$ cat src/tip_pkg.sv
package tip_pkg;

    localparam int BLOCK_LENGTH = 1784;
    localparam int SAMPLE_WIDTH = 16;
    localparam int MEM_DEPTH    = 2 * BLOCK_LENGTH;
    localparam int POS_W        = $clog2(BLOCK_LENGTH);
    localparam int MEM_ADDR_W   = $clog2(MEM_DEPTH);

    // interleaver constants
    localparam int IL_K2      = 223;
    localparam int IL_M_TERM  = 21;
    localparam int J_W        = 8;
    localparam int I_W        = 2;

    // output queue
    localparam int FIFO_DEPTH = 3;
    localparam int FIFO_PTR_W = $clog2(FIFO_DEPTH);
    localparam int FIFO_CNT_W = $clog2(FIFO_DEPTH + 1);

    typedef struct packed {
        logic [MEM_ADDR_W-1:0] wr_addr;
        logic [MEM_ADDR_W-1:0] rd_addr;
        logic                  last;
        logic                  primed;
    } tip_addr_t;

    typedef struct packed {
        logic signed [SAMPLE_WIDTH-1:0] data;
        logic                           last;
    } tip_entry_t;

    // t = (19*i + 1) mod 4 for sub-block index i
    function automatic logic [1:0] t_of_i(input logic [I_W-1:0] i);
        logic [1:0] t;
        unique case (i)
            2'd0:    t = 2'd1;
            2'd1:    t = 2'd0;
            2'd2:    t = 2'd3;
            default: t = 2'd2;
        endcase
        return t;
    endfunction

    // prime table entry p[t]
    function automatic logic [J_W-1:0] prime_of(input logic [1:0] t);
        logic [J_W-1:0] p;
        unique case (t)
            2'd0:    p = 8'd31;
            2'd1:    p = 8'd37;
            2'd2:    p = 8'd43;
            default: p = 8'd47;
        endcase
        return p;
    endfunction

endpackage

$ cat src/tip_addr_gen.sv
module tip_addr_gen (
    input  logic               clk,
    input  logic               rst_n,
    input  logic               advance,
    input  logic               direction,
    output tip_pkg::tip_addr_t addr
);

    logic [tip_pkg::POS_W-1:0] pos_reg, pos_next;
    logic [tip_pkg::I_W-1:0]   sub_reg, sub_next;
    logic [tip_pkg::J_W-1:0]   pair_reg, pair_next;
    logic [tip_pkg::J_W-1:0]   res_reg, res_next;
    logic                      bank_reg, bank_next;
    logic                      primed_reg, primed_next;

    logic                      odd;
    logic [1:0]                t;
    logic [tip_pkg::J_W:0]     c_sum;
    logic [tip_pkg::J_W-1:0]   c;
    logic [tip_pkg::J_W:0]     res_sum;
    logic [tip_pkg::J_W-1:0]   res_wrap;
    logic [tip_pkg::POS_W-1:0] perm;
    logic                      last;
    logic [tip_pkg::MEM_ADDR_W-1:0] wbase, rbase, wsel, rsel;

    // permuted address pi(k)-1 = 8c + 2t + 1 - m
    always_comb
    begin
        odd   = pos_reg[0];
        t     = tip_pkg::t_of_i(sub_reg);
        c_sum = {1'b0, res_reg}
              + (odd ? (tip_pkg::J_W+1)'(tip_pkg::IL_M_TERM) : '0);
        if (c_sum >= (tip_pkg::J_W+1)'(tip_pkg::IL_K2))
        begin
            c = tip_pkg::J_W'(c_sum - (tip_pkg::J_W+1)'(tip_pkg::IL_K2));
        end
        else
        begin
            c = c_sum[tip_pkg::J_W-1:0];
        end
        perm = {c, t, ~odd};
        last = (pos_reg == tip_pkg::POS_W'(tip_pkg::BLOCK_LENGTH - 1));
    end

    // running p[t]*j mod k2
    always_comb
    begin
        res_sum = {1'b0, res_reg} + {1'b0, tip_pkg::prime_of(t)};
        if (res_sum >= (tip_pkg::J_W+1)'(tip_pkg::IL_K2))
        begin
            res_wrap = tip_pkg::J_W'(res_sum - (tip_pkg::J_W+1)'(tip_pkg::IL_K2));
        end
        else
        begin
            res_wrap = res_sum[tip_pkg::J_W-1:0];
        end
    end

    // position counters, bank swap at block end
    always_comb
    begin
        pos_next    = pos_reg;
        sub_next    = sub_reg;
        pair_next   = pair_reg;
        res_next    = res_reg;
        bank_next   = bank_reg;
        primed_next = primed_reg;
        if (advance)
        begin
            if (last)
            begin
                pos_next    = '0;
                sub_next    = '0;
                pair_next   = '0;
                res_next    = '0;
                bank_next   = ~bank_reg;
                primed_next = 1'b1;
            end
            else
            begin
                pos_next = pos_reg + 1'b1;
                if (odd)
                begin
                    if (pair_reg == tip_pkg::J_W'(tip_pkg::IL_K2 - 1))
                    begin
                        pair_next = '0;
                        res_next  = '0;
                        sub_next  = sub_reg + 1'b1;
                    end
                    else
                    begin
                        pair_next = pair_reg + 1'b1;
                        res_next  = res_wrap;
                    end
                end
            end
        end
    end

    always_ff @(posedge clk or negedge rst_n)
    begin
        if (!rst_n)
        begin
            pos_reg    <= '0;
            sub_reg    <= '0;
            pair_reg   <= '0;
            res_reg    <= '0;
            bank_reg   <= 1'b0;
            primed_reg <= 1'b0;
        end
        else
        begin
            pos_reg    <= pos_next;
            sub_reg    <= sub_next;
            pair_reg   <= pair_next;
            res_reg    <= res_next;
            bank_reg   <= bank_next;
            primed_reg <= primed_next;
        end
    end

    // bank offsets and direction select
    always_comb
    begin
        wbase = bank_reg ? tip_pkg::MEM_ADDR_W'(tip_pkg::BLOCK_LENGTH) : '0;
        rbase = bank_reg ? '0 : tip_pkg::MEM_ADDR_W'(tip_pkg::BLOCK_LENGTH);
        wsel  = tip_pkg::MEM_ADDR_W'(direction ? perm : pos_reg);
        rsel  = tip_pkg::MEM_ADDR_W'(direction ? pos_reg : perm);
        addr.wr_addr = wbase + wsel;
        addr.rd_addr = rbase + rsel;
        addr.last    = last;
        addr.primed  = primed_reg;
    end

endmodule

$ cat config.mk
export PLATFORM = sky130hd
export DESIGN_NAME = tip_addr_gen
export DESIGN_NICKNAME = d
export VERILOG_FILES = /design/src/tip_pkg.sv /design/src/tip_addr_gen.sv
export SDC_FILE = /design/constraint.sdc
export NUM_CORES = 1
export LEC_CHECK = 0
export ABC_AREA = 1
export BUFFER_PORTS_ARGS = -buffer_cell sky130_fd_sc_hd__buf_2
export CAP_MARGIN = 10
export CELL_PAD_IN_SITES_DETAIL_PLACEMENT = 1
export CELL_PAD_IN_SITES_GLOBAL_PLACEMENT = 1
export CORE_MARGIN = 1.5
export CORE_UTILIZATION = 46
export CTS_BUF_LIST = sky130_fd_sc_hd__clkbuf_4
export CTS_CLUSTER_SIZE = 16
export DETAILED_ROUTE_END_ITERATION = 10
export GPL_ROUTABILITY_DRIVEN = 0
export PLACE_DENSITY = 0.91
export SETUP_SLACK_MARGIN = 0.5
export SLEW_MARGIN = 20
export SYNTH_ARGS = -nofsm -noshare
export SYNTH_HDL_FRONTEND = slang
export SYNTH_SLANG_ARGS = --single-unit
$ cat constraint.sdc
create_clock -name clk -period 4.7 [get_ports clk]
set_input_delay 0.94 -clock clk [delete_from_list [all_inputs] [get_ports clk]]
set_output_delay 0.94 -clock clk [all_outputs]
set_load 0.005 [all_outputs]
Yosys cells after proc, flatten, opt, wreduce, memory -nomap -nowiden:

Cells that the tools add are included.

* add/subtract/negate cells: 9
* equal/unequal tests: 6
* multiplexer cells: 19
* bitwise operators: 2
* order comparisons: 2
* reductions and logical operators: 7

Operator list (number)
* 8-bit 2-to-1 mux: 8
* 11-bit 2-to-1 mux: 5
* 11-bit by 11-bit adder with 12-bit output: 2
* 9-bit by 8-bit >= comparator with 1-bit output (second input constant): 2
* 6-bit one-hot mux with 3 select lines: 1
* 8-bit subtractor (second input constant): 2
* 11-bit by 1-bit adder with 11-bit output (second input constant): 1
* 11-bit equality test (second input constant): 1
* 8-bit by 5-bit adder with 9-bit output: 1
* 8-bit by 6-bit adder with 9-bit output: 1
* 8-bit by 1-bit adder with 8-bit output (second input constant): 1
* 8-bit equality test (second input constant): 1
* 2-bit 2-to-1 mux: 3
* 2-bit one-hot mux with 3 select lines: 1
* 5-bit 2-to-1 mux: 1
* 2-bit by 1-bit equality test with 1-bit output (second input constant): 2
* 2-bit equality test (second input constant): 2
* 2-bit zero test: 2
* 2-bit AND reduction: 2
* 2-bit nonzero test: 2
* 3-bit AND reduction: 1
* 2-bit by 1-bit adder with 2-bit output (second input constant): 1
* 1-bit NOT: 2

* flip-flop bits (word level): 31
* logic and storage cells: 51
* output and inout port bits: 26
* bits of input ports: 4

Longest topological paths before layout:

Gate-level depths: netlist of the first run.

* depth in word-level cells: 10
* gate-level depth with buffers: 27

Worst setup path after synthesis of the first run:

Ideal clock, no wire load.

* path type: register -> output
* start point: register pos_reg[0] (netlist bit)
* end point: output port addr[12] (netlist bit)
* required time: 3.760 ns
* cell stages (with the launch flop): 28
* arrival: 3.206 ns
* slack: 0.554 ns
* buffers on the path: 0
* cell sequence: dfrtp_1 > ha_1 > ha_1 > nand2_1 > nand2_1 > nand2_1 > nand2_1 > nand2_1 > nand2_1 > inv_1 > nand2_1 > nor2_2 > nand2_2 > nand2_4 > nand2_1 > xor2_1 > o21ai_1 > ha_1 > a21oi_1 > inv_1 > a31oi_1 > o21ai_0 > a21oi_1 > nor2_1 > nand2_2 > nand2_1 > nand2_1 > nand2_1

RTL lines
* start: declaration: line tip_addr_gen.sv:9 `logic [tip_pkg::POS_W-1:0] pos_reg, pos_next;`
* start signal: assignment: line tip_addr_gen.sv:113 `pos_reg <= pos_next;`
* end: declaration: line tip_addr_gen.sv:6 `output tip_pkg::tip_addr_t addr`

==> run_results.csv, run 1 <==
group,metric,value,unit
sta,setup_violations,12,
critical_path,r2r_slack,1390,ps
clock_network,cts_buffer_depth,2,
critical_path,end_kind,"output pin",
route,drt_wl_total,17800,µm
clock_network,path_clk_slew,120,ps
sta,relSlewSlack,30.4,%
clock_network,cts_tree,"done",
pwr,ir_worst_vdd,461,µV
global_route,antenna_found_initial,3,
synth,avgSynthCellArea,7.14,µm²
critical_path,cp_common_cell,"nand2_1",
pwr,p_leak,2.32,nW
synth,synth-seq-cells,31,
hold_path,worstHoldStart,"primed_reg",
critical_path,startpoint_type,"flop",
placed_design,dp_cells,601,
critical_path,cp_num_buf_inv,2,
cells_and_area,area_delta_synth_final,36.7,%
pwr,intPower,1.71,mW
sta,whs,492,ps
synth,async_flop_share,100,%
synth,yosysTopAreaCell,"dfrtp_1",
cells_and_area,drive_above_1_share,38.6,%
synth,syn_area,3440,µm²
cells_and_area,nFillCells,881,
sta,max_freq,194,MHz
sta,tightest_slew,1030,ps
cells_and_area,utilization,64.8,%
clock_network,cts_hold_buf,0,
synth,syn-num-nets,522,
cells_and_area,largest_register_ffs,11,
synth,synth.most_common_cell,"nand2_1",
synth,yosysWarningCount,0,
sta,fin_ws,-448,ps
job,drv_cap,0,
sta,rsz0062_at_grt,"yes",
global_route,globalRouteTotalUtil,36.9,%
pwr,p_comb_share,80.3,%
cells_and_area,layout.cells.non_filler,656,
floorplan,core_area,7250,µm²
synth,synth-edff-count,0,
sta,hold_viol,0,
route,drtIter0Drc,313,
critical_path,cp_data_required_time,3760,ps
hold_path,min_path_cells,1,
pwr,cellPowerDensity,819,nW/µm²
floorplan,design.die.area,8010,µm²
floorplan,die_h,89.5,µm
pwr,switching_share,55.5,%
critical_path,ff2ff_path_depth,15,
synth,yosys-top-cells-count,"108 x nand2_1, 66 x inv_1, 34 x nor2_1",
sta,slew_viol_final,0,
clock_network,cts_buffers,5,
placed_design,hpwl,8110,µm
critical_path,crit-reg2reg-launch,"sub_reg[1]",
floorplan,fp-row-count,31,
critical_path,cpLargestDelayFamily,"simple AND/OR/NAND/NOR gates",
synth,synth-seq-area-share,22.5,%
clock_network,clock-sinks,31,
floorplan,die_w,89.5,µm
critical_path,criticalPathCategory,"flop to output pin",
pwr,power.share.clock,5.7,%
route,avgRoutedWirePerCell,27.1,µm
critical_path,max_stage_delay,500,ps
cells_and_area,layout.nets,594,
route,final_antenna_net_count,0,
synth,synthTopCellsByArea,"dfrtp_1 23%, ha_1 12%, nand2_1 12%",
clock_network,clock_latency,360,ps
clock_network,root_buffer,"clkbuf_4",
run_status,failed_checks,"setup timing",
synth,syn_inst,482,
sta,layout_min_cycle_time,5150,ps
critical_path,crit_slowest_cell,"dfrtp_2",
route,vias,4151,
hold_path,whs_endpoint,"primed_reg",
synth,synthDistinctLibCells,44,
placed_design,portBuffers,29,
route,drtPass1Iterations,5,
route,viasPerCell,6.33,
global_route,grt_pass1_vias,4170,
hold_path,hold_class,"flop to flop",
critical_path,r2r_end,"res_reg[6]",
pwr,pwr-share-seq,14.0,%
run_status,status,"finished with violations",
global_route,grt-ovfl-total,0,
clock_network,htreeDepth,2,
global_route,grt_pass1_wl,21800,µm
floorplan,initial_utilization,47.4,%
global_route,grt_start_max_net_pins,32,
sta,min_period_over_period,110,%
sta,clock_skew,40.6,ps
synth,synth_top_area_share,22.5,%
critical_path,path_max_fanout,5,
route,drc,0,
critical_path,critical_path_arrival,4210,ps
floorplan,io_pins,30,
synth,synth_flop_cell,"dfrtp_1",
pwr,p_switching,2.14,mW
==> metal layers <==
layer	global-route usage (%)	up-vias	share of wire, %
li1	-	1712	-
met1	40.4	1999	35
met2	60.9	297	46
met3	11.9	141	9.7
met4	24.9	2	8.5
met5	0	-	0.062
==> worst register-to-register path, delay by kind of cell, from the launching register on <==
family                   cells  cell delay (ps)
XOR/XNOR                     1              220
adder cells (fa/ha/maj)      2              690
buffers and inverters        2              280
flip-flops                   1              460
AND/OR/NAND/NOR              9             1240
AO/OA/AOI/OAI                1              310
==> cells in the final DEF (no fill, tap or decap), types with 7 or more instances in the layout <==
| cell | synthesis | layout |
|---|---|---|
| a21oi_1 | 20 | 14 |
| a21oi_2 | 2 | 7 |
| buf_2 | 3 | 27 |
| buf_4 | 3 | 31 |
| buf_6 | 1 | 17 |
| dfrtp_1 | 31 | 30 |
| ha_1 | 33 | 20 |
| ha_4 | 0 | 8 |
| inv_1 | 66 | 58 |
| inv_2 | 2 | 8 |
| nand2_1 | 108 | 85 |
| nand2_2 | 11 | 26 |
| nand2_4 | 7 | 13 |
| nand3_1 | 33 | 28 |
| nand3_2 | 6 | 10 |
| nand4_1 | 7 | 7 |
| nor2_1 | 34 | 30 |
| nor2_4 | 2 | 7 |
| nor3_1 | 10 | 10 |
| o21ai_0 | 23 | 13 |
| o21ai_1 | 10 | 7 |
| o21ai_2 | 0 | 10 |
| xor2_1 | 18 | 16 |
==> kinds of logic after synthesis <==
group	synth area share [%]
adders and majority gates	13.7
xor gates and xnor gates	8.76
DFF	22.5
AOI/OAI and AO/OA	11.2
and+or+nand+nor	34.0
muxes	0.291
buffers and inverters	9.45
==> cell type report <==
cell class	count	area (µm²)	area share, %
multi-input cells	371	2870	61.1
inverters	69	267	5.67
clock buffers	5	37.5	0.798
flip-flops and latches	31	777	16.5
well taps	99	124	2.63
diodes	2	5.00	0.106
repair buffers	76	579	12.3
clock inverters	3	38.8	0.825
==> power groups by stage <==
| stage | registers, mW | clock network (mW) | logic (mW) |
|---|---|---|---|
| floorplan | 0.434 | 0 | 1.35 |
| global placement | 0.488 | 0 | 1.67 |
| detailed placement | 0.501 | 0 | 1.80 |
| CTS | 0.507 | 0.209 | 2.12 |
| global route | 0.548 | 0.229 | 3.28 |
| finish | 0.539 | 0.219 | 3.09 |
==> how the worst max path moves through the flow <==
stage | startpoint | depth (start not counted) | to
5_1_grt | pos_reg[0] | 24 | addr[12]
3_3_place_gp | pos_reg[0] | 28 | addr[24]
4_1_cts | pos_reg[0] | 28 | addr[24]
3_5_place_dp | pos_reg[0] | 27 | addr[24]
2_1_floorplan | pos_reg[0] | 27 | addr[12]
6_report | pos_reg[0] | 27 | addr[12]
==> stage by stage <==
step                      setup WS [ps]  cell area [µm²]  TNS, ps  power [mW]
after floorplan                     554             3440        0        1.78
after global placement              278             3660        0        2.16
after detailed placement           9.82             3660        0        2.30
after CTS                         -61.5             4110     -146        2.84
after global routing               -611             4700    -5560        4.06
final                              -448             4700    -3670        3.85
==> repair_timing <==
item / 4_1_cts / 5_1_grt
setup endpoints to repair: 16 / 16
resized for setup: 38 / 106
pin swaps: 27 / 45
hold endpoints to repair: 0 / 0
setup buffers: 28 / 17
No activity file was read; power rests on OpenSTA's default activity.
==> run 2: changes to the inputs <==
Settings changed: PLACE_DENSITY 0.91 to unset, PLACE_DENSITY_LB_ADDON set to 0.1, SETUP_SLACK_MARGIN 0.5 to 0.4.
==> run 2 against run 1 <==
Compared with the run above: the flow still finishes with violations (setup timing); sequential share of layout area is 1.5 points higher; worst setup slack better by 96 ps; register-to-register slack better by 530 ps; combinational power is 22% lower; wire length is 33% lower; total power is 19% lower; cell count is 2.3% lower; largest power group unchanged; highest routed layer is now met4.
==> run_results.csv, run 2 (synthesis results as in run 1) <==
group,metric,value,unit
run_status,status,"finished with violations",
run_status,failed_checks,"setup timing",
floorplan,die_h,89.5,µm
critical_path,r2r_slack,1920,ps
global_route,grt-ovfl-total,0,
critical_path,startpoint_type,"flop",
placed_design,hpwl,7190,µm
clock_network,clock-sinks,31,
global_route,grt_pass1_wl,16600,µm
global_route,grt_start_max_net_pins,32,
sta,fin_ws,-353,ps
critical_path,cpLargestDelayFamily,"simple AND/OR/NAND/NOR gates",
pwr,ir_worst_vdd,292,µV
floorplan,fp-row-count,31,
clock_network,cts_buffer_depth,2,
sta,hold_viol,0,
cells_and_area,largest_register_ffs,11,
sta,tightest_slew,732,ps
placed_design,dp_slack,-70.6,ps
clock_network,path_clk_slew,120,ps
pwr,cellPowerDensity,726,nW/µm²
critical_path,critical_path.cell_chain,"ha_4 -> buf_4 -> xnor2_2 -> nor2_1 -> nand3_1 -> nand2_2 -> nand2_2 -> nand2_4 -> nand2_2 -> xor2_2 -> o21ai_2 -> ha_4 -> a21oi_2 -> inv_2 -> a31oi_4 -> o21ai_2 -> a21oi_2 -> nor2_1 -> nand2_2 -> nand2_2 -> nand2_1 -> nand2_1 -> buf_2",
sta,clock_skew,18.5,ps
critical_path,cp_common_cell,"nand2_2",
route,drtIter0Drc,124,
cells_and_area,utilization,59.5,%
global_route,globalRouteTotalUtil,27.5,%
sta,relSlewSlack,51.2,%
hold_path,worstHoldStart,"primed_reg",
cells_and_area,area_delta_synth_final,25.5,%
route,vias,3539,
floorplan,design.die.area,8010,µm²
route,final_antenna_net_count,0,
critical_path,ff2ff_path_depth,15,
sta,setup_violations,12,
route,drtPass1Iterations,4,
pwr,p_leak,2.18,nW
cells_and_area,antennaDiodeCount,0,
clock_network,cts_buffers,5,
critical_path,critical_path_arrival,4110,ps
hold_path,hold_class,"flop to flop",
critical_path,path_max_fanout,5,
floorplan,die_w,89.5,µm
cells_and_area,fin_area,4320,µm²
sta,layout_min_cycle_time,5050,ps
sta,min_period_over_period,108,%
placed_design,placed_cell_area,3650,µm²
clock_network,root_buffer,"clkbuf_4",
route,drt_wl_total,12000,µm
route,avgRoutedWirePerCell,18.7,µm
route,drc,0,
global_route,antenna_found_initial,0,
cells_and_area,final_common_cell,"nand2_1",
critical_path,crit-reg2reg-launch,"sub_reg[0]",
cells_and_area,layout.nets,581,
placed_design,portBuffers,29,
critical_path,end_kind,"output pin",
floorplan,io_pins,30,
hold_path,whs_endpoint,"primed_reg",
critical_path,r2r_end,"res_reg[5]",
sta,fin_tns_setup,-1930,ps
critical_path,crit_slowest_cell,"dfrtp_2",
critical_path,cp_num_buf_inv,3,
cells_and_area,drive_above_1_share,32.5,%
global_route,grt_pass1_vias,3449,
sta,slew_viol_final,0,
sta,rsz0062_at_grt,"yes",
clock_network,clock_latency,340,ps
clock_network,htreeDepth,2,
critical_path,criticalPathCategory,"flop to output pin",
cells_and_area,final_cell_mix,"91 x nand2_1, 61 x inv_1, 32 x nor2_1, 31 x nand3_1, 31 x buf_4",
floorplan,core_area,7250,µm²
clock_network,cts_tree,"done",
floorplan,initial_utilization,47.4,%
job,drv_cap,0,
critical_path,max_stage_delay,490,ps
hold_path,min_path_cells,1,
critical_path,cp_data_required_time,3760,ps
route,viasPerCell,5.52,
sta,max_freq,198,MHz
-- run 2: cell types whose count changed in the layout (fill, tap and decap cells not counted), sizes merged --
cell   change
buf       -13
diode      -2
-- run 2: cell type report --
| type | instances | area, µm² |
|---|---|---|
| clock buffers | 5 | 37.5 |
| repair buffers | 63 | 412 |
| inverters | 69 | 262 |
| clock inverters | 3 | 38.8 |
| fillers | 903 | 2930 |
| flip-flops and latches | 31 | 777 |
| multi-input cells | 371 | 2670 |
| well taps | 99 | 124 |
-- run 2: worst max-delay path by stage --
stage,end,cells past startpoint,from,slack (ps)
detailed placement,addr[12],27,pos_reg[0],-70
floorplan,addr[12],27,pos_reg[0],550
finish,addr[12],23,pos_reg[0],-350
global placement,addr[12],27,pos_reg[0],140
CTS,addr[24],25,pos_reg[0],50
global route,addr[12],21,pos_reg[0],-620
-- run 2: timing repair --
| action | in CTS | in global routing |
|---|---|---|
| setup buffers | 25 | 8 |
| endpoints found under the setup margin | 16 | 16 |
| gates resized for setup | 44 | 41 |
| hold buffers | 0 | 0 |
| pin swaps | 15 | 36 |
-- run 2: where the power goes --
group | switching, mW | internal [mW]
sequential | 0.155 | 0.357
clock | 0.103 | 0.109
combinational | 1.40 | 1.01
-- run 2: per-layer routing --
layer / global-route usage (%) / part of all wire [%]
met5: 0 / 0
met1: 31.5 / 41
met4: 12.0 / 4.4
met2: 50.4 / 51
met3: 4.06 / 3.9
-- run 2: stage by stage --
stage                     hold slack [ps]  instances  power [mW]
after global routing                  510        641        3.39
after floorplan                       441        482        1.78
after detailed placement              459        600        2.23
after global placement                444        600        2.18
final                                 483        641        3.13
after CTS                             487        633        2.76
