===== src/tip_pkg.sv =====
package tip_pkg;

    localparam int BLOCK_LENGTH = 1784;
    localparam int SAMPLE_WIDTH = 16;
    localparam int MEM_DEPTH    = 2 * BLOCK_LENGTH;
    localparam int POS_W        = $clog2(BLOCK_LENGTH);
    localparam int MEM_ADDR_W   = $clog2(MEM_DEPTH);

    // interleaver constants
    localparam int IL_K2      = 223;
    localparam int IL_M_TERM  = 21;
    localparam int J_W        = 8;
    localparam int I_W        = 2;

    // output queue
    localparam int FIFO_DEPTH = 3;
    localparam int FIFO_PTR_W = $clog2(FIFO_DEPTH);
    localparam int FIFO_CNT_W = $clog2(FIFO_DEPTH + 1);

    typedef struct packed {
        logic [MEM_ADDR_W-1:0] wr_addr;
        logic [MEM_ADDR_W-1:0] rd_addr;
        logic                  last;
        logic                  primed;
    } tip_addr_t;

    typedef struct packed {
        logic signed [SAMPLE_WIDTH-1:0] data;
        logic                           last;
    } tip_entry_t;

    // t = (19*i + 1) mod 4 for sub-block index i
    function automatic logic [1:0] t_of_i(input logic [I_W-1:0] i);
        logic [1:0] t;
        unique case (i)
            2'd0:    t = 2'd1;
            2'd1:    t = 2'd0;
            2'd2:    t = 2'd3;
            default: t = 2'd2;
        endcase
        return t;
    endfunction

    // prime table entry p[t]
    function automatic logic [J_W-1:0] prime_of(input logic [1:0] t);
        logic [J_W-1:0] p;
        unique case (t)
            2'd0:    p = 8'd31;
            2'd1:    p = 8'd37;
            2'd2:    p = 8'd43;
            default: p = 8'd47;
        endcase
        return p;
    endfunction

endpackage


===== src/tip_out_fifo.sv =====
module tip_out_fifo (
    input  logic                           clk,
    input  logic                           rst_n,
    input  logic                           push,
    input  tip_pkg::tip_entry_t            push_item,
    input  logic                           pop,
    output logic                           valid,
    output tip_pkg::tip_entry_t            head,
    output logic [tip_pkg::FIFO_CNT_W-1:0] count
);

    tip_pkg::tip_entry_t               slot_reg [tip_pkg::FIFO_DEPTH];
    logic [tip_pkg::FIFO_PTR_W-1:0]    wr_ptr_reg, wr_ptr_next;
    logic [tip_pkg::FIFO_PTR_W-1:0]    rd_ptr_reg, rd_ptr_next;
    logic [tip_pkg::FIFO_CNT_W-1:0]    count_reg, count_next;
    logic                              do_pop;

    function automatic logic [tip_pkg::FIFO_PTR_W-1:0] bump(
        input logic [tip_pkg::FIFO_PTR_W-1:0] p
    );
        logic [tip_pkg::FIFO_PTR_W-1:0] n;
        if (p == tip_pkg::FIFO_PTR_W'(tip_pkg::FIFO_DEPTH - 1))
        begin
            n = '0;
        end
        else
        begin
            n = p + 1'b1;
        end
        return n;
    endfunction

    // pointer and fill count update
    always_comb
    begin
        do_pop      = pop && (count_reg != '0);
        wr_ptr_next = push ? bump(wr_ptr_reg) : wr_ptr_reg;
        rd_ptr_next = do_pop ? bump(rd_ptr_reg) : rd_ptr_reg;
        count_next  = count_reg;
        if (push && !do_pop)
        begin
            count_next = count_reg + 1'b1;
        end
        else if (!push && do_pop)
        begin
            count_next = count_reg - 1'b1;
        end
    end

    always_ff @(posedge clk or negedge rst_n)
    begin
        if (!rst_n)
        begin
            wr_ptr_reg <= '0;
            rd_ptr_reg <= '0;
            count_reg  <= '0;
        end
        else
        begin
            wr_ptr_reg <= wr_ptr_next;
            rd_ptr_reg <= rd_ptr_next;
            count_reg  <= count_next;
        end
    end

    // item storage
    always_ff @(posedge clk)
    begin
        if (push)
        begin
            slot_reg[wr_ptr_reg] <= push_item;
        end
    end

    assign valid = (count_reg != '0);
    assign head  = slot_reg[rd_ptr_reg];
    assign count = count_reg;

endmodule


===== config.mk =====
export PLATFORM = sky130hd
export DESIGN_NAME = tip_out_fifo
export DESIGN_NICKNAME = d
export VERILOG_FILES = /design/src/tip_pkg.sv /design/src/tip_out_fifo.sv
export SDC_FILE = /design/constraint.sdc
export NUM_CORES = 1
export LEC_CHECK = 0
export ABC_AREA = 0
export BUFFER_PORTS_ARGS = -buffer_cell sky130_fd_sc_hd__buf_4
export CAP_MARGIN = 20
export CORE_UTILIZATION = 40
export CTS_CLUSTER_SIZE = 20
export DETAILED_ROUTE_END_ITERATION = 8
export PLACE_DENSITY = 0.68
export SLEW_MARGIN = 20
export SYNTH_ARGS = -nofsm -noshare
export SYNTH_HDL_FRONTEND = slang
export SYNTH_SLANG_ARGS = --single-unit

===== constraint.sdc =====
create_clock -name clk -period 2.5 [get_ports clk]
set_clock_uncertainty 0.1 [all_clocks]
set_input_delay 0.25 -clock clk [delete_from_list [all_inputs] [get_ports clk]]
set_output_delay 0.25 -clock clk [all_outputs]
set_load 0.005 [all_outputs]

Word level (Yosys, flattened, before mapping)

Memory sizes are Yosys's and may differ from the RTL's.
Index checks and enable logic that the tools add are counted.

$add $sub $neg: 4
Multiply operators: 0
Divide/modulo/power cells: 0
Magnitude comparators: 0
Equal/unequal tests: 2
Shift operators: 0
Mux-type cells: 6
Bitwise logic cells: 0
Reductions and logical operators: 7

Operator list:

| operator                                         | count |
|---|---|
| two-way mux 2 bit                                | 4 |
| adder 2 x 1 -> 2 bit, second input constant      | 3 |
| == test 2 bit, second input constant             | 2 |
| nonzero test 2 bit                               | 2 |
| logical AND 1 bit                                | 3 |
| zero test 1 bit                                  | 2 |
| two-way mux 1 bit                                | 2 |
| subtractor 2 x 1 -> 2 bit, second input constant | 1 |

Bits in registers: 6
Latch bits: 0
Memory bits (writable): 51
Bits in read-only memories: 0
Bits of input ports: 21
Output and inout port bits: 20
Word-level logic and storage cells: 23
Memories kept: 1

Memories:

| memory   | depth | bits a word | read ports | clocked after Yosys merged registers in | wr ports | line               | text |
|---|---|---|---|---|---|---|---|
| slot_reg | 3     | 17          | 1          | 0                                       | 1        | tip_out_fifo.sv:12 | `tip_pkg::tip_entry_t slot_reg [tip_pkg::FIFO_DEPTH];` |

Logic depth before layout (Yosys ltp)

Gate-level depths: netlist of the first run.

Word-level depth: 5
Depth in mapped cells: 5
Depth with buffers taken out: 5

Worst setup path after synthesis of the first run

Ideal clock, no wire load.

Kind: register -> register
Start: reg wr_ptr_reg[0] (netlist name)
End: mem slot_reg[2][0] (netlist name), enable pin
Library setup time: 0.416 ns
Arrival: 1.739 ns
Required time: 1.984 ns
Slack: 0.245 ns
Cell stages (with the launch flop): 2
Path buffers: 0
Period minus slack after synthesis: 2.255 ns
Cells stage by stage: dfrtp_1 nor3b_1

RTL lines:

| item                   | line               | text |
|---|---|---|
| start, declared        | tip_out_fifo.sv:13 | `logic [tip_pkg::FIFO_PTR_W-1:0] wr_ptr_reg, wr_ptr_next;` |
| start signal, assigned | tip_out_fifo.sv:60 | `wr_ptr_reg <= wr_ptr_next;` |
| end, declared          | tip_out_fifo.sv:12 |  |

No word-level cell before the write port.

==> results_dict.tcl, run 1 <==
set metrics [dict create \
    powerDensity_nw_per_um2 1080 \
    cts.htree.levels 3 \
    fin_crit_sh_pct 81.2 \
    clock_path_buffers 2 \
    mostFrequentLayoutCells "51 x edfxtp_1, 45 x buf_4, 19 x nand2_1" \
    ios 41 \
    yosysUniqueCellTypes 20 \
    fp.dieArea_sq_um 5740 \
    slew_violations 0 \
    largest_reg_flops 51 \
    cts_made_buffers 9 \
    clk_latency_ns 0.32 \
    port_buffers 40 \
    end_kind "output pin" \
    drt_iter0_drc 53 \
    fp.coreArea_sq_um 5170 \
    crit_type "reg -> out" \
    fmax_mhz 492 \
    relSlewSlack_pct 74.4 \
    start_kind "flop" \
    final_common_cell "edfxtp_1" \
    firstDrtPassIters 4 \
    run_status "complete, no violations" \
    grt_use_total_pct 15.2 \
    multi_input_area_sq_um 452 \
    n_antenna_cell 0 \
    syn_inst 133 \
    drc_errors 0 \
    syn_area_sq_um 2170 \
    regArea_sq_um 1680 \
    cp.required_ns 2.15 \
    antenna_found_initial 0 \
    drive_gt1_share_pct 29.4 \
    num_rows 26 \
    syn2layout_area_growth_pct 34.8 \
    hold_viol_final 0 \
    crit_arrival_ns 1.68 \
    gp_congestion 0.741 \
    p_leak_nw 1.13 \
    ys_seq_area_share_pct 77.3 \
    place_area_sq_um 2560 \
    nNetsFinal 222 \
    fin_area_sq_um 2930 \
    die_h_um 75.7 \
    via_count 1251 \
    avgSynthCellArea_sq_um 16.4 \
    dieWidth_um 75.7 \
    grt_max_degree 26 \
    min_period_ns 2.03 \
    routed_wl_mm 3.71 \
    synth_seq_cells 57 \
    grt_pass1_wl_mm 5.75 \
    hold_path.class "in -> reg" \
    grt_remaining_overflow 0 \
    dp_hpwl_mm 2.37 \
    postRouteAntennaNets 0 \
    postCtsResizedCells 0 \
    wire_per_inst_um 13.5 \
    post_cts_buffers 0 \
    grt_pass1_vias 1234 \
    setup_viol 0 \
    synth_warnings 0 \
    fillers 400 \
    viasPerCell 4.57 \
    tightest_slew_ns 0.383 \
    fin_tns_setup_ns 0 \
    cp_max_fo 14 \
    cap_violations 0 \
    start_util_pct 42.0 \
    cts.sinks 57 \
    cts-root-buf "clkbuf_8" \
    path_clk_slew_ns 0.06 \
    synth_nets 155 \
    ir_drop_uv 533 \
    rsz0062_at_grt "false" \
    cts_tree "done" \
    holdBufCountCts 4 \
]
[worst paths after layout]
check,start,to,slack [ns],cells past startpoint
max,rd_ptr_reg[0]$_DFFE_PN0P_,head[12],0.47,4
max in group asynchronous,rst_n,wr_ptr_reg[0]$_DFFE_PN0P_,2.01,2
min,push_item[11],slot_reg[2][11]$_DFFE_PP_,0.04,1
max reg2reg,count[0]$_DFFE_PN0P_,count[1]$_DFFE_PN0P_,0.95,5
min reg2reg,count[1]$_DFFE_PN0P_,count[1]$_DFFE_PN0P_,0.46,1
min in group asynchronous,rst_n,rd_ptr_reg[0]$_DFFE_PN0P_,0.18,2
[cell usage after synthesis]
| master | instances | area [sq um] |
|---|---|---|
| edfxtp_1 | 51 | 1530 |
| nand2_1 | 19 | 71.3 |
| o21ai_1 | 18 | 90.1 |
| mux2i_1 | 17 | 170 |
| dfrtp_1 | 6 | 150 |
| a21o_1 | 3 | 22.5 |
| buf_2 | 3 | 15.0 |
| buf_6 | 2 | 22.5 |
| nor2_1 | 2 | 7.51 |
| xor2_1 | 2 | 17.5 |
| buf_4 | 1 | 7.51 |
| ha_1 | 1 | 12.5 |
| inv_1 | 1 | 3.75 |
| nand2b_1 | 1 | 6.26 |
| nor3_1 | 1 | 5.00 |
| nor3_2 | 1 | 10.0 |
| nor3b_1 | 1 | 7.51 |
| o21ai_2 | 1 | 8.76 |
| or2_1 | 1 | 6.26 |
| xnor2_1 | 1 | 8.76 |
[layout make-up]
| class | instances | area share (%) |
|---|---|---|
| timing repair buffer | 62 | 17.3 |
| clock inverter | 5 | 2.43 |
| sequential | 57 | 57.4 |
| tap | 70 | 2.99 |
| multi-input combinational | 69 | 15.4 |
| clock buffer | 10 | 4.35 |
| inverter | 1 | 0.128 |
[critical path, cell delays in order (launching register included)]
cell and delay, ns:
dfrtp_1 0.56, buf_4 0.32, mux2i_1 0.23, o21ai_1 0.09, buf_4 0.15
[where the power goes]
group          total, W  leakage [nW]  switching [W]  internal [W]
registers       0.00136         0.544       0.000125       0.00124
clock network  0.000858        0.0989       0.000313      0.000545
logic          0.000958         0.489       0.000452      0.000506
total           0.00318          1.13       0.000890       0.00229
[metal layers]
metal,track usage (%),vias up,part of all wire [%]
met5,0,-,0
met4,4.53,0,0.62
met3,8.86,4,4.9
met2,26.7,38,53
met1,15.3,584,42
li1,-,625,-
[stage by stage]
stage / total power, W / cells / setup WS, ns / utilization, % / hold slack (ns)
final: 0.00318 / 274 / 0.469 / 56.7 / 0.0407
after detailed placement: 0.00233 / 242 / 0.809 / 49.5 / -0.0396
after floorplan: 0.00188 / 133 / 0.245 / - / -0.146
after global routing: 0.00338 / 274 / 0.345 / 56.7 / 0.00163
after global placement: 0.00230 / 242 / 0.829 / 49.5 / -0.0400
after CTS: 0.00320 / 261 / 0.431 / 54.2 / 0.000385
[kinds of logic (layout without fill, tap and decap cells)]
logic type	count (synthesis)	count (layout)	share of synthesized area, %
adders and majority gates	1	1	0.575
AOI/OAI and AO/OA	22	22	5.58
muxes	17	17	7.82
and+or+nand+nor	26	26	5.24
DFF	57	57	77.3
buffers and inverters	7	78	2.24
xor gates and xnor gates	3	3	1.21
Note: power is estimated with default switching activity, not from simulation.
==> run 2, diff against run 1 <==
==> constraint.sdc (replaced) <==
create_clock -name clk -period 2.1 [get_ports clk]
set_clock_uncertainty 0.1 [all_clocks]
set_input_delay 0.21 -clock clk [delete_from_list [all_inputs] [get_ports clk]]
set_output_delay 0.21 -clock clk [all_outputs]
set_load 0.005 [all_outputs]
==> run 2 against run 1 <==
  * First-iteration DRC count is 85% higher
  * Clock power is 6.4% lower
  * Total power is 13% higher
  * Combinational power is 28% higher
  * Cell area is 0.43% lower
  * Non-clock buffer count is 4 higher
  * Die area stayed put
==> results_dict.tcl, run 2 (synthesis results as in run 1) <==
set metrics [dict create \
    dp_hpwl_mm 2.45 \
    fp.dieArea_sq_um 5740 \
    r2r-end "slot_reg[2][2]$_DFFE_PP_" \
    end_kind "output pin" \
    ff2ff_path_depth 2 \
    drt_iter0_drc 98 \
    min_period_ns 1.80 \
    n_antenna_cell 0 \
    setup_viol 0 \
    fillers 411 \
    p_sw_w 0.00109 \
    grt_remaining_overflow 0 \
    postRouteAntennaNets 0 \
    crit_arrival_ns 1.49 \
    run_status "complete, no violations" \
    ios 41 \
    cap_violations 0 \
    viasPerCell 4.64 \
    clk_latency_ns 0.33 \
    pwr-share-clk_pct 22.4 \
    r2r_slack_ns 0.58 \
    final_common_cell "edfxtp_1" \
    power_frac_comb_pct 34.1 \
    drc_errors 0 \
    antenna_found_initial 0 \
    cts.htree.levels 3 \
    grt_use_total_pct 16.4 \
    whs_endpoint "rd_ptr_reg[1]$_DFFE_PN0P_" \
    fin_crit_sh_pct 85.5 \
    cts_made_buffers 9 \
    multi_input_area_sq_um 452 \
    crit_type "reg -> out" \
    hold_path.class "in -> reg" \
    gp_congestion 0.701 \
    relSlewSlack_pct 69.5 \
    p_seq_share_pct 43.5 \
    fmax_mhz 557 \
    hold_viol_final 0 \
    syn2layout_area_growth_pct 34.2 \
    nNetsFinal 226 \
    r2r_start "wr_ptr_reg[0]$_DFFE_PN0P_" \
    postCtsResizedCells 0 \
    fp.coreArea_sq_um 5170 \
    port_buffers 40 \
    clock_path_buffers 2 \
    fin_tns_setup_ns 0 \
    crit_path_frequent_cell "buf_4" \
    p_total_w 0.00359 \
    grt_max_degree 38 \
    cp.required_ns 1.79 \
    firstDrtPassIters 4 \
    swShare_pct 30.2 \
    min-delay-start "pop" \
    cts-root-buf "clkbuf_8" \
    drive_gt1_share_pct 30.6 \
    p_leak_nw 1.14 \
    ir_drop_uv 672 \
    rsz0062_at_grt "false" \
    dieWidth_um 75.7 \
    routed_wl_mm 3.94 \
    crit_slowest_cell "dfrtp_1" \
    num_rows 26 \
    slew_violations 0 \
    path_cells "buf_4 -> mux2i_1 -> o21ai_1 -> buf_4" \
    holdPathStages 4 \
    cts_tree "done" \
    mostFrequentLayoutCells "51 x edfxtp_1, 48 x buf_4, 19 x nand2_1" \
    start_util_pct 42.0 \
    path_clk_slew_ns 0.06 \
    via_count 1295 \
    cp_max_fo 20 \
    regArea_sq_um 1680 \
    start_kind "flop" \
    grt_pass1_wl_mm 6.20 \
    wire_per_inst_um 14.1 \
    p_int_w 0.00251 \
    die_h_um 75.7 \
    tightest_slew_ns 0.456 \
    largest_reg_flops 51 \
    grt_pass1_vias 1305 \
    powerDensity_nw_per_um2 1230 \
    cp_slowest_stage_delay_ns 0.32 \
    cts.sinks 57 \
]
[run 2: cell types whose count changed in the layout (fill, tap and decap cells not counted), sizes merged]
cell | previous run | this run
dlygate4sd3 | 17 | 18
clkbuf | 10 | 11
clkinv | 3 | 5
buf | 45 | 48
bufinv | 2 | 0
[run 2: what timing repair did]
| action | CTS | global route |
|---|---|---|
| setup buffers | 0 | 0 |
| endpoints found under the hold margin | 57 | 0 |
| hold buffers | 18 | 0 |
[run 2: worst max-delay path, delay by kind of cell, from the launching register on]
family / cells / cell delay (ns)
muxes: 1 / 0.24
AOI/OAI and AO/OA: 1 / 0.10
DFF: 1 / 0.32
buffers and inverters: 2 / 0.48
[run 2: metrics by stage]
step / hold slack, ns / cell area [sq um] / setup slack, ns / util (%) / std cells
2_1_floorplan: -0.186 / 2180 / 0.389 / - / 133
3_3_place_gp: -0.0807 / 2580 / 0.603 / 50.0 / 245
3_5_place_dp: -0.0764 / 2580 / 0.581 / 50.0 / 245
4_1_cts: 0.0797 / 2920 / 0.291 / 56.4 / 279
5_1_grt: 0.106 / 2920 / 0.190 / 56.4 / 279
6_report: 0.0931 / 2920 / 0.304 / 56.4 / 279
[run 2: metal layers]
| layer | GRT usage, % | up-vias | part of all wire (%) |
|---|---|---|---|
| li1 | - | 634 | - |
| met1 | 18.4 | 600 | 44 |
| met2 | 26.1 | 48 | 48 |
| met3 | 7.94 | 13 | 5.5 |
| met4 | 8.44 | 0 | 2.5 |
| met5 | 0 | - | 0 |
[run 2: worst max path at each step]
stage | to | slack [ns] | from
floorplan | slot_reg[1][0]$_DFFE_PP_ | 0.39 | wr_ptr_reg[0]$_DFFE_PN0P_
finish | head[2] | 0.30 | rd_ptr_reg[0]$_DFFE_PN0P_
global placement | slot_reg[2][3]$_DFFE_PP_ | 0.60 | wr_ptr_reg[0]$_DFFE_PN0P_
global route | head[2] | 0.19 | rd_ptr_reg[0]$_DFFE_PN0P_
detailed placement | slot_reg[1][3]$_DFFE_PP_ | 0.58 | wr_ptr_reg[0]$_DFFE_PN0P_
CTS | head[6] | 0.29 | rd_ptr_reg[0]$_DFFE_PN0P_
[run 2: power groups by stage]
stage	Clock [W]	Combinational (W)	Sequential [W]
after floorplan	0	0.000672	0.00157
after global placement	0	0.00118	0.00157
after global routing	0.000879	0.00136	0.00158
after CTS	0.000826	0.00124	0.00156
after detailed placement	0	0.00121	0.00158
final	0.000803	0.00123	0.00156
[run 2: layout make-up]
| type | count | share of cell area [%] |
|---|---|---|
| Clock buffer | 11 | 4.50 |
| Clock inverter | 5 | 0.772 |
| Inverter | 1 | 0.129 |
| Multi-Input combinational cell | 69 | 15.5 |
| Sequential cell | 57 | 57.6 |
| Tap cell | 70 | 3.00 |
| Timing Repair Buffer | 66 | 18.5 |
==> run 3, diff against run 2 <==
--- a/config.mk
+++ b/config.mk
@@ -8,6 +8,7 @@
 export ABC_AREA = 0
 export BUFFER_PORTS_ARGS = -buffer_cell sky130_fd_sc_hd__buf_4
 export CAP_MARGIN = 20
+export CORE_MARGIN = 3
 export CORE_UTILIZATION = 40
 export CTS_CLUSTER_SIZE = 20
 export DETAILED_ROUTE_END_ITERATION = 8
==> run 3 against run 2 <==
  * Largest cell class unchanged
  * Critical endpoint unchanged
  * Sequential cell count stayed put
  * Cell area fell by 0.60%
  * Wire length up 1.2%
==> results_dict.tcl, run 3 (synthesis results as in run 1) <==
set metrics [dict create \
    p_leak_nw 1.13 \
    powerDensity_nw_per_um2 1230 \
    hold_viol_final 0 \
    grt_use_total_pct 14.0 \
    via_count 1308 \
    wire_per_inst_um 14.4 \
    clock_path_buffers 2 \
    cp.required_ns 1.79 \
    hold_path.class "in -> reg" \
    cts.sinks 57 \
    start_util_pct 42.0 \
    tightest_slew_ns 0.351 \
    setup_viol 0 \
    rsz0062_at_grt "false" \
    relSlewSlack_pct 76.6 \
    dieWidth_um 79.7 \
    postCtsResizedCells 0 \
    firstDrtPassIters 4 \
    drive_gt1_share_pct 30.6 \
    fin_tns_setup_ns 0 \
    min_period_ns 1.77 \
    ff2ff_path_depth 5 \
    postRouteAntennaNets 0 \
    viasPerCell 4.74 \
    post_cts_buffers 0 \
    holdPathStages 4 \
    syn2layout_area_growth_pct 33.4 \
    dp_hpwl_mm 2.48 \
    run_status "complete, no violations" \
    clk_latency_ns 0.32 \
    grt_pass1_wl_mm 6.44 \
    mostFrequentLayoutCells "51 x edfxtp_1, 46 x buf_4, 19 x nand2_1" \
    fmax_mhz 566 \
    cts_made_buffers 9 \
    drt_iter0_drc 109 \
    die_h_um 79.7 \
    holdBufCountCts 18 \
    slew_violations 0 \
    final_common_cell "edfxtp_1" \
    cts.htree.levels 3 \
    gp_congestion 0.634 \
    fp.coreArea_sq_um 5170 \
    cp_max_fo 20 \
    fin_crit_sh_pct 84.2 \
    grt_max_degree 38 \
    port_buffers 40 \
    grt_pass1_vias 1358 \
    worst_slack_ns 0.333 \
    crit_type "reg -> out" \
    end_kind "output pin" \
    crit_arrival_ns 1.46 \
    num_rows 26 \
    cts_tree "done" \
    cap_violations 0 \
    post-place-ws_ns 0.652 \
    antenna_found_initial 0 \
    largest_reg_flops 51 \
    routed_wl_mm 3.98 \
    n_antenna_cell 0 \
    drc_errors 0 \
    fp.dieArea_sq_um 6360 \
    nNetsFinal 224 \
    cts-root-buf "clkbuf_8" \
    grt_remaining_overflow 0 \
    ir_drop_uv 627 \
    start_kind "flop" \
    path_clk_slew_ns 0.06 \
    ios 41 \
]
==> run 3: worst max-delay path, cell delays in order (launching register included) <==
cell	delay, ns
dfrtp_1	0.33
buf_4	0.31
mux2i_1	0.23
o21ai_1	0.10
buf_4	0.16
==> run 3: through the flow <==
step / total power [W] / utilization (%) / area, sq um / std cells / hold slack [ns]
2_1_floorplan: 0.00225 / - / 2180 / 133 / -0.186
3_3_place_gp: 0.00275 / 49.7 / 2570 / 243 / -0.0823
3_5_place_dp: 0.00279 / 49.7 / 2570 / 243 / -0.0768
4_1_cts: 0.00362 / 56.1 / 2900 / 276 / 0.0873
5_1_grt: 0.00380 / 56.1 / 2900 / 276 / 0.119
6_report: 0.00356 / 56.1 / 2900 / 276 / 0.0933
==> run 3: final cells by class <==
class	instances	area (sq um)
clock buffer	10	128
clock inverter	5	23.8
fill	435	2270
inverter	1	3.75
multi-input combinational	69	452
sequential	57	1680
tap	70	87.6
timing repair buffer	64	526
==> run 3: worst paths after layout <==
check	from	to	slack, ns
min in group asynchronous	rst_n	rd_ptr_reg[1]$_DFFE_PN0P_	0.12
setup reg to reg	count[0]$_DFFE_PN0P_	count[1]$_DFFE_PN0P_	0.65
max in group asynchronous	rst_n	count[0]$_DFFE_PN0P_	1.66
hold reg to reg	count[1]$_DFFE_PN0P_	count[1]$_DFFE_PN0P_	0.44
hold / removal	pop	rd_ptr_reg[1]$_DFFE_PN0P_	0.09
setup / recovery	rd_ptr_reg[0]$_DFFE_PN0P_	head[2]	0.33
==> run 3: routing by layer <==
metal | GRT usage (%) | vias up | part of all wire (%)
li1 | - | 634 | -
met1 | 16.2 | 629 | 42
met2 | 23.4 | 38 | 51
met3 | 4.97 | 7 | 5.7
met4 | 6.08 | 0 | 1.4
met5 | 0 | - | 0
==> run 3: power by group <==
part           internal (W)  total, W  switching (W)  leakage, nW
Clock              0.000408  0.000801       0.000393       0.0831
Combinational      0.000610   0.00120       0.000592        0.499
Sequential          0.00147   0.00156      0.0000885        0.544
